--- src/hw/rtl/gat_pkg.sv ---
// ============================================================================
// gat_pkg - shared constants for the graph adjacency tracker
// Field widths of the request and response words, the request codes and the default matrix size.
// ============================================================================
package gat_pkg;

    // request codes
    localparam logic REQ_WRITE = 1'b0;

    // default matrix size
    localparam int DEF_VERTICES = 16;

    // fixed payload field widths
    localparam int ROW_W  = 4;
    localparam int EDGE_W = 9;
    localparam int DEG_W  = 5;
    localparam int MASK_W = 16;

endpackage

--- src/hw/rtl/gat_if.sv ---
// ============================================================================
// gat_if - request and response channels of the graph adjacency tracker
// Valid/ready channels; a word moves on a clock edge with valid and ready high.
// ============================================================================
interface gat_req_if import gat_pkg::*; ();
    logic             valid;
    logic             ready;
    logic             req_type;
    logic [ROW_W-1:0] row;
    logic [ROW_W-1:0] col;
    logic             bit_req;

    modport source (output valid, req_type, row, col, bit_req, input ready);
    modport sink   (input valid, req_type, row, col, bit_req, output ready);
endinterface

interface gat_rsp_if import gat_pkg::*; ();
    logic              valid;
    logic              ready;
    logic              symmetric;
    logic [EDGE_W-1:0] edge_count;
    logic [DEG_W-1:0]  out_degree;
    logic [DEG_W-1:0]  in_degree;
    logic [MASK_W-1:0] row_edges;

    modport source (output valid, symmetric, edge_count, out_degree, in_degree, row_edges,
                    input ready);
    modport sink   (input valid, symmetric, edge_count, out_degree, in_degree, row_edges,
                    output ready);
endinterface

--- src/hw/rtl/graph_adjacency_tracker.sv ---
// ============================================================================
// graph_adjacency_tracker - adjacency matrix with degree and symmetry tracking
// Stores the matrix row-wise and column-wise and keeps running counts.
// ============================================================================
// The block takes one request word per clock unless a held response stalls it,
// and returns one response word for each through the request stage and the
// response register. The matrix lives in two synchronous memories: the row store
// holds each row's bits with its out-degree, the column store holds each column's
// bits with its in-degree. A request reads the row store at the vertex and the
// column store at the vertex and at the destination; the request stage then
// modifies and writes back, and a bypass register covers a read that meets a
// write of the previous request. Per-entry valid bits make both stores read as
// zero right after reset, so the block is ready at once with no clearing pass.
// A write returns the same response as a query of its row vertex made after it.
module graph_adjacency_tracker import gat_pkg::*; #(
    parameter int VERTICES = DEF_VERTICES
) (
    input  logic      i_clk,
    input  logic      i_rst_n,
    gat_req_if.sink   i_req,
    gat_rsp_if.source o_rsp
);

    localparam int AW  = $clog2(VERTICES);
    localparam int NW  = $clog2(VERTICES + 1);
    localparam int WW  = NW + VERTICES;
    localparam int TW  = $clog2(VERTICES * VERTICES + 1);
    localparam int PW  = $clog2(VERTICES * (VERTICES - 1) / 2 + 1);

    // memories: {count, bits}
    logic [WW-1:0] mem_a [VERTICES];
    logic [WW-1:0] mem_b [VERTICES];
    logic          r_a_vld [VERTICES];
    logic          r_b_vld [VERTICES];

    logic          r_s1_vld;
    logic          r_req;
    logic [ROW_W-1:0] r_row;
    logic [ROW_W-1:0] r_col;
    logic          r_bit;

    logic [WW-1:0] r_qa, r_qbr, r_qbc;
    logic          r_qa_v, r_qbr_v, r_qbc_v;
    logic          r_fa, r_fbr, r_fbc;
    logic [WW-1:0] r_fwd_a, r_fwd_b;

    logic [PW-1:0] r_asym, n_asym;
    logic [TW-1:0] r_tot, n_tot;
    logic [NW-1:0] r_diag, n_diag;

    logic              r_ov;
    logic              r_o_sym;
    logic [EDGE_W-1:0] r_o_edges;
    logic [DEG_W-1:0]  r_o_outd;
    logic [DEG_W-1:0]  r_o_ind;
    logic [MASK_W-1:0] r_o_mask;

    logic          accept;
    logic          s1_adv;
    logic [AW-1:0] rd_addr_r, rd_addr_c;
    logic [AW-1:0] wa_addr, wb_addr;
    logic          mem_wr;

    logic [WW-1:0] eff_a, eff_br, eff_bc;
    logic [WW-1:0] mod_a, mod_bc, new_a, new_bc;
    logic [NW-1:0] cnt_a, cnt_bc, in_cnt;
    logic [VERTICES-1:0] bits_a, bits_bc, tri_mask, shown;
    logic          row_ok, col_ok, old_bit, mirror, do_wr, sym;
    logic [TW-1:0] off_diag;

    assign s1_adv      = r_s1_vld && (!r_ov || o_rsp.ready);
    assign i_req.ready = !r_s1_vld || s1_adv;
    assign accept      = i_req.valid && i_req.ready;

    assign rd_addr_r = AW'(i_req.row);
    assign rd_addr_c = AW'(i_req.col);
    assign wa_addr   = AW'(r_row);
    assign wb_addr   = AW'(r_col);

    // ---------------- read / modify ----------------
    always_comb begin
        eff_a  = r_fa  ? r_fwd_a : (r_qa_v  ? r_qa  : '0);
        eff_br = r_fbr ? r_fwd_b : (r_qbr_v ? r_qbr : '0);
        eff_bc = r_fbc ? r_fwd_b : (r_qbc_v ? r_qbc : '0);

        row_ok  = 32'(r_row) < VERTICES;
        col_ok  = 32'(r_col) < VERTICES;
        bits_a  = eff_a[VERTICES-1:0];
        bits_bc = eff_bc[VERTICES-1:0];
        cnt_a   = eff_a[WW-1:VERTICES];
        cnt_bc  = eff_bc[WW-1:VERTICES];
        old_bit = bits_a[wb_addr];
        // column store at the row vertex holds entry (col,row)
        mirror  = eff_br[wb_addr];
        do_wr   = (r_req == REQ_WRITE) && row_ok && col_ok && (old_bit != r_bit);

        bits_a[wb_addr]  = r_bit;
        bits_bc[wa_addr] = r_bit;
        if (r_bit) begin
            mod_a  = {cnt_a + NW'(1), bits_a};
            mod_bc = {cnt_bc + NW'(1), bits_bc};
        end else begin
            mod_a  = {cnt_a - NW'(1), bits_a};
            mod_bc = {cnt_bc - NW'(1), bits_bc};
        end
        new_a  = do_wr ? mod_a  : eff_a;
        new_bc = do_wr ? mod_bc : eff_bc;
        mem_wr = s1_adv && do_wr;

        n_asym = r_asym;
        n_tot  = r_tot;
        n_diag = r_diag;
        if (do_wr) begin
            if (r_row != r_col) begin
                n_asym = (old_bit == mirror) ? r_asym + PW'(1) : r_asym - PW'(1);
            end
            n_tot = r_bit ? r_tot + TW'(1) : r_tot - TW'(1);
            if (r_row == r_col) begin
                n_diag = r_bit ? r_diag + NW'(1) : r_diag - NW'(1);
            end
        end

        sym      = (n_asym == '0);
        off_diag = n_tot - TW'(n_diag);
        in_cnt   = (r_row == r_col) ? new_bc[WW-1:VERTICES] : eff_br[WW-1:VERTICES];
        for (int j = 0; j < VERTICES; j++) begin
            tri_mask[j] = !sym || (j < int'(r_row));
        end
        shown = new_a[VERTICES-1:0] & tri_mask;
    end

    // ---------------- memories ----------------
    always_ff @(posedge i_clk) begin
        if (mem_wr) begin
            mem_a[wa_addr] <= new_a;
            mem_b[wb_addr] <= new_bc;
        end
        if (accept) begin
            r_qa  <= mem_a[rd_addr_r];
            r_qbr <= mem_b[rd_addr_r];
            r_qbc <= mem_b[rd_addr_c];
            // bypass a write landing at the same edge
            r_fa    <= mem_wr && (wa_addr == rd_addr_r);
            r_fbr   <= mem_wr && (wb_addr == rd_addr_r);
            r_fbc   <= mem_wr && (wb_addr == rd_addr_c);
            r_fwd_a <= new_a;
            r_fwd_b <= new_bc;
        end
    end

    always_ff @(posedge i_clk) begin
        if (!i_rst_n) begin
            for (int k = 0; k < VERTICES; k++) begin
                r_a_vld[k] <= 1'b0;
                r_b_vld[k] <= 1'b0;
            end
            r_qa_v  <= 1'b0;
            r_qbr_v <= 1'b0;
            r_qbc_v <= 1'b0;
        end else begin
            if (mem_wr) begin
                r_a_vld[wa_addr] <= 1'b1;
                r_b_vld[wb_addr] <= 1'b1;
            end
            if (accept) begin
                r_qa_v  <= r_a_vld[rd_addr_r];
                r_qbr_v <= r_b_vld[rd_addr_r];
                r_qbc_v <= r_b_vld[rd_addr_c];
            end
        end
    end

    // ---------------- request stage and counters ----------------
    always_ff @(posedge i_clk) begin
        if (!i_rst_n) begin
            r_s1_vld <= 1'b0;
            r_asym   <= '0;
            r_tot    <= '0;
            r_diag   <= '0;
        end else begin
            if (accept) begin
                r_s1_vld <= 1'b1;
            end else if (s1_adv) begin
                r_s1_vld <= 1'b0;
            end
            if (s1_adv) begin
                r_asym <= n_asym;
                r_tot  <= n_tot;
                r_diag <= n_diag;
            end
        end
    end

    always_ff @(posedge i_clk) begin
        if (accept) begin
            r_req <= i_req.req_type;
            r_row <= i_req.row;
            r_col <= i_req.col;
            r_bit <= i_req.bit_req;
        end
    end

    // ---------------- response register ----------------
    always_ff @(posedge i_clk) begin
        if (!i_rst_n) begin
            r_ov <= 1'b0;
        end else if (s1_adv) begin
            r_ov <= 1'b1;
        end else if (o_rsp.ready) begin
            r_ov <= 1'b0;
        end
    end

    always_ff @(posedge i_clk) begin
        if (s1_adv) begin
            r_o_sym   <= sym;
            r_o_edges <= sym ? EDGE_W'(off_diag >> 1) : EDGE_W'(n_tot);
            r_o_outd  <= row_ok ? DEG_W'(new_a[WW-1:VERTICES]) : '0;
            r_o_ind   <= row_ok ? DEG_W'(in_cnt) : '0;
            r_o_mask  <= row_ok ? MASK_W'(shown) : '0;
        end
    end

    assign o_rsp.valid      = r_ov;
    assign o_rsp.symmetric  = r_o_sym;
    assign o_rsp.edge_count = r_o_edges;
    assign o_rsp.out_degree = r_o_outd;
    assign o_rsp.in_degree  = r_o_ind;
    assign o_rsp.row_edges  = r_o_mask;

endmodule
--- src/flat_wrapper.sv ---
// flat-port wrapper written by rule: the top's interface ports become plain ports
module graph_adjacency_tracker_flat import gat_pkg::*;
#(
    parameter int VERTICES = DEF_VERTICES
)
  (i_clk, i_rst_n, i_req_valid, i_req_req_type, i_req_row, i_req_col, i_req_bit_req, i_req_ready, o_rsp_valid, o_rsp_symmetric, o_rsp_edge_count, o_rsp_out_degree, o_rsp_in_degree, o_rsp_row_edges, o_rsp_ready);
  gat_req_if i_req_i ();
  gat_rsp_if o_rsp_i ();
  input  logic i_clk;
  input  logic i_rst_n;
  input wire logic [$bits(i_req_i.valid)-1:0] i_req_valid;
  input wire logic [$bits(i_req_i.req_type)-1:0] i_req_req_type;
  input wire logic [$bits(i_req_i.row)-1:0] i_req_row;
  input wire logic [$bits(i_req_i.col)-1:0] i_req_col;
  input wire logic [$bits(i_req_i.bit_req)-1:0] i_req_bit_req;
  output wire logic [$bits(i_req_i.ready)-1:0] i_req_ready;
  output wire logic [$bits(o_rsp_i.valid)-1:0] o_rsp_valid;
  output wire logic [$bits(o_rsp_i.symmetric)-1:0] o_rsp_symmetric;
  output wire logic [$bits(o_rsp_i.edge_count)-1:0] o_rsp_edge_count;
  output wire logic [$bits(o_rsp_i.out_degree)-1:0] o_rsp_out_degree;
  output wire logic [$bits(o_rsp_i.in_degree)-1:0] o_rsp_in_degree;
  output wire logic [$bits(o_rsp_i.row_edges)-1:0] o_rsp_row_edges;
  input wire logic [$bits(o_rsp_i.ready)-1:0] o_rsp_ready;
  assign i_req_i.valid = i_req_valid;
  assign i_req_i.req_type = i_req_req_type;
  assign i_req_i.row = i_req_row;
  assign i_req_i.col = i_req_col;
  assign i_req_i.bit_req = i_req_bit_req;
  assign i_req_ready = i_req_i.ready;
  assign o_rsp_valid = o_rsp_i.valid;
  assign o_rsp_symmetric = o_rsp_i.symmetric;
  assign o_rsp_edge_count = o_rsp_i.edge_count;
  assign o_rsp_out_degree = o_rsp_i.out_degree;
  assign o_rsp_in_degree = o_rsp_i.in_degree;
  assign o_rsp_row_edges = o_rsp_i.row_edges;
  assign o_rsp_i.ready = o_rsp_ready;
  graph_adjacency_tracker #(.VERTICES(VERTICES)) u_core (.i_clk(i_clk), .i_rst_n(i_rst_n), .i_req(i_req_i), .o_rsp(o_rsp_i));
endmodule
--- config.mk ---
export PLATFORM = sky130hd
export DESIGN_NAME = graph_adjacency_tracker_flat
export DESIGN_NICKNAME = d
export VERILOG_FILES = /design/src/hw/rtl/gat_pkg.sv /design/src/hw/rtl/gat_if.sv /design/src/hw/rtl/graph_adjacency_tracker.sv /design/src/flat_wrapper.sv
export SDC_FILE = /design/constraint.sdc
export NUM_CORES = 1
export LEC_CHECK = 0
export BUFFER_PORTS_ARGS = -buffer_cell sky130_fd_sc_hd__buf_2
export CAP_MARGIN = 20
export CORE_MARGIN = 4
export CORE_UTILIZATION = 50
export CTS_CLUSTER_DIAMETER = 120
export CTS_CLUSTER_SIZE = 40
export DETAILED_ROUTE_END_ITERATION = 10
export PLACE_DENSITY = 0.63
export SYNTH_ARGS = -nofsm -noshare
export SYNTH_HDL_FRONTEND = slang
export SYNTH_SLANG_ARGS = --single-unit
--- constraint.sdc ---
create_clock -name i_clk -period 15.16 [get_ports i_clk]
set_clock_uncertainty 0.2 [all_clocks]
set_input_delay 0 -clock i_clk [delete_from_list [all_inputs] [get_ports i_clk]]
set_output_delay 0 -clock i_clk [all_outputs]
set_load 0.01 [all_outputs]
==> metrics.cfg <==
[final_layout]
nFillCells=5803
multi_input_area_sq_um=11860
fin_nets=2127
layout_common_cells=edfxtp_1 (826), mux4_2 (330), nor2_1 (141)
regArea_sq_um=25960
mostFrequentLayoutCell=edfxtp_1
final_area_sq_um=41200
fin_cells=3132
area_growth_pct=7.559
layout-drive-gt1-share=0.2737

[worst_setup_path]
crit_slowest_cell=nor2b_4
slowest_delay_ns=0.64
worstSetupStartpointType=flip-flop
path_max_fanout=35
path_buf_inv=4
crit_path_cell_trace=buf_4 > nor2b_4 > a221o_1 > a211oi_1 > nor4_1 > nand2_1 > xor2_1 > inv_1 > fa_1 > inv_1 > a21o_1 > a21oi_1 > o21ai_1 > nor2_1 > nand2_1 > nand4_2 > nor4_4 > buf_4 > and2_1 > a21boi_0
worst_setup_path_end_kind=flip-flop
worstSetupPathType=reg2reg
worstPathArrival_ns=6.34
required_ns=15.36
cp_top_family=simple AND/OR/NAND/NOR gates

[global_route]
grt_pass1_wl_um=141500
grt_usage=0.2375
overflow=0
grt_max_degree=73
grt_pass1_vias=20610
antenna_found_initial=0

[detailed_routing]
viasPerCell=6.504
routed_wl_um=96510
post_drt_wl_per_cell_um=30.82
drt_first_pass_iters=5
drtAntennaViolNets=0
drt_first_iter_violations=2503
vias=20372
drcViolationCount=0

[placement]
post-place-cells=3045
place_ws_ns=9.148
postPlaceCellArea_sq_um=40050
gp_congestion=0.8653
dp_hpwl_um=53670
place.port_buffers=51

[die]
pin_count=52
initial_core_util=0.5043
fp.dieH_um=284.8
core_area_sq_um=75950
fp.dieW_um=284.8
std_cell_rows=101
die_area_sq_um=81100

[job]
drv_cap=0

[sta]
max-slew-margin-rel=0.2353
setup-violations-final=0
rsz0062_at_grt=no
post-route-period-util=0.4054
min_period_ns=6.145
fmax_ghz=0.1627
worst_slack_ns=9.015
worstMarginPinSlew_ns=1.147
hold_violations=0
drv_slew=0
setup_tns_ns=0

[logic_synthesis]
syn_area_sq_um=38300
synth_top_family_by_area=multiplexers
syn_nets=2063
yosysWarnings=0
synthMuxAreaShare=0.2012
synth-seq-cells=884
ys_seq_area_frac=0.6779
synth-simple-area-share=0.03891
synth_edf_count=826
async_reset_ff_frac=0
synth-compound-area-share=0.04077
syn_avg_cell_area_sq_um=18.99
ys_types=80
synthAdderAreaFrac=0.01163
synth_ff_type=edfxtp_1
synth-xor-area-share=0.01212
synthCells=2017

[cts]
cts-htree-levels=1
clock_sinks=884
cts_post_setup_buffers_inserted=0
clock_path_buffers=3
cts_buffers=26
clk_latency_ns=0.66
cts_root_buf=clkbuf_16
cts_tree=yes
clk_pin_slew_worst_paths_ns=0.15

[pwr]
fin_total_pwr_mw=4.216
p_per_area_nw_per_um2=102.3
ir_drop_mv=0.08563
p_leak_nw=13.10

[hold_path]
hp-class=in2reg

[run_status]
status=finished clean

==> worst reg2reg max path, stage by stage (launching register included) <==
cell      delay [ns]
edfxtp_1        0.40
buf_4           0.26
nor2b_4         0.64
a221o_1         0.29
a211oi_1        0.09
nor4_1          0.47
nand2_1         0.29
xor2_1          0.56
inv_1           0.12
fa_1            0.43
inv_1           0.07
a21o_1          0.10
a21oi_1         0.09
o21ai_1         0.47
nor2_1          0.11
nand2_1         0.10
nand4_2         0.13
nor4_4          0.29
buf_4           0.39
and2_1          0.26
a21boi_0        0.13
==> path summary, 6_finish.rpt <==
check,start,slack [ns],cells after the start,to
max,u_core.r_fa$_DFFE_PP_,9.01,20,u_core.o_rsp.row_edges[6]$_DFFE_PP_
min,i_req_row[1],0.10,3,u_core.r_qbr[14]$_DFFE_PP_
max reg2reg,u_core.r_fa$_DFFE_PP_,9.01,20,u_core.o_rsp.row_edges[6]$_DFFE_PP_
min reg2reg,u_core.r_qbr_v$_SDFFE_PN0P_,0.29,2,u_core.r_qbr_v$_SDFFE_PN0P_
==> Yosys cell counts, types with 23 or more instances <==
cell | number | area [sq um]
nor2_1 | 163 | 611.8
a22oi_1 | 23 | 172.7
a21oi_1 | 55 | 275.3
xnor2_1 | 45 | 394.1
buf_1 | 33 | 123.9
nand2_1 | 74 | 277.8
ha_1 | 26 | 325.3
dfxtp_1 | 58 | 1161
clkbuf_1 | 72 | 270.3
edfxtp_1 | 826 | 24800
inv_1 | 27 | 101.4
mux4_2 | 330 | 7432
==> registers in the layout, summed over array words and instances (netlist names), 7 cells and up <==
name                     count
u_core.r_tot                 9
u_core.r_b_vld              16
u_core.r_qbc                21
u_core.r_fwd_b              21
u_core.r_fwd_a              21
u_core.r_qa                 21
u_core.o_rsp.row_edges      16
u_core.r_a_vld              16
u_core.mem_a               336
u_core.r_asym                7
u_core.r_qbr                21
u_core.o_rsp.edge_count      9
u_core.mem_b               336
==> power breakdown <==
part | switching, mW | leakage, nW | internal, mW
registers | 0.0277 | 8.22 | 2.72
logic | 0.248 | 4.50 | 0.171
clock network | 0.694 | 0.379 | 0.352
==> routing by layer <==
| metal | vias to the layer above | wire [um] | track usage |
|---|---|---|---|
| met1 | 10919 | 39320 | 0.3445 |
| li1 | 8397 | - | - |
| met5 | - | 0 | 0 |
| met4 | 0 | 2091 | 0.05004 |
| met3 | 135 | 8202 | 0.03789 |
| met2 | 921 | 46900 | 0.3882 |
==> cells by family (layout without fill, tap and decap cells) <==
kind of cell | after synthesis | in the layout
xor+xnor | 53 | 53
simple gates | 328 | 328
flops | 884 | 884
buf+inv | 154 | 238
compound gates | 210 | 210
mux | 356 | 356
fa+ha+maj | 32 | 32
other cells | 0 | 1
==> final cells by class <==
class / instances / area share
clock buffer: 46 / 0.01837
inverter: 28 / 0.002673
sequential: 884 / 0.6303
multi-input combinational: 979 / 0.2878
tap: 1030 / 0.03128
timing repair buffer: 162 / 0.02843
antenna: 1 / 0.00006074
clock inverter: 2 / 0.001124
==> what timing repair did <==
item,in CTS,in global routing
hold endpoints to repair,74,0
hold buffers,17,0
resized for setup,0,0
setup endpoints to repair,0,0
==> per-stage QoR <==
stage | utilization | hold WS, ns
2_1_floorplan | - | -0.1011
3_3_place_gp | 0.5271 | -0.01693
3_5_place_dp | 0.5273 | -0.01135
4_1_cts | 0.5401 | 0.08879
5_1_grt | 0.5424 | 0.1026
6_report | 0.5424 | 0.1012
Power figures use the tool's default switching activity.
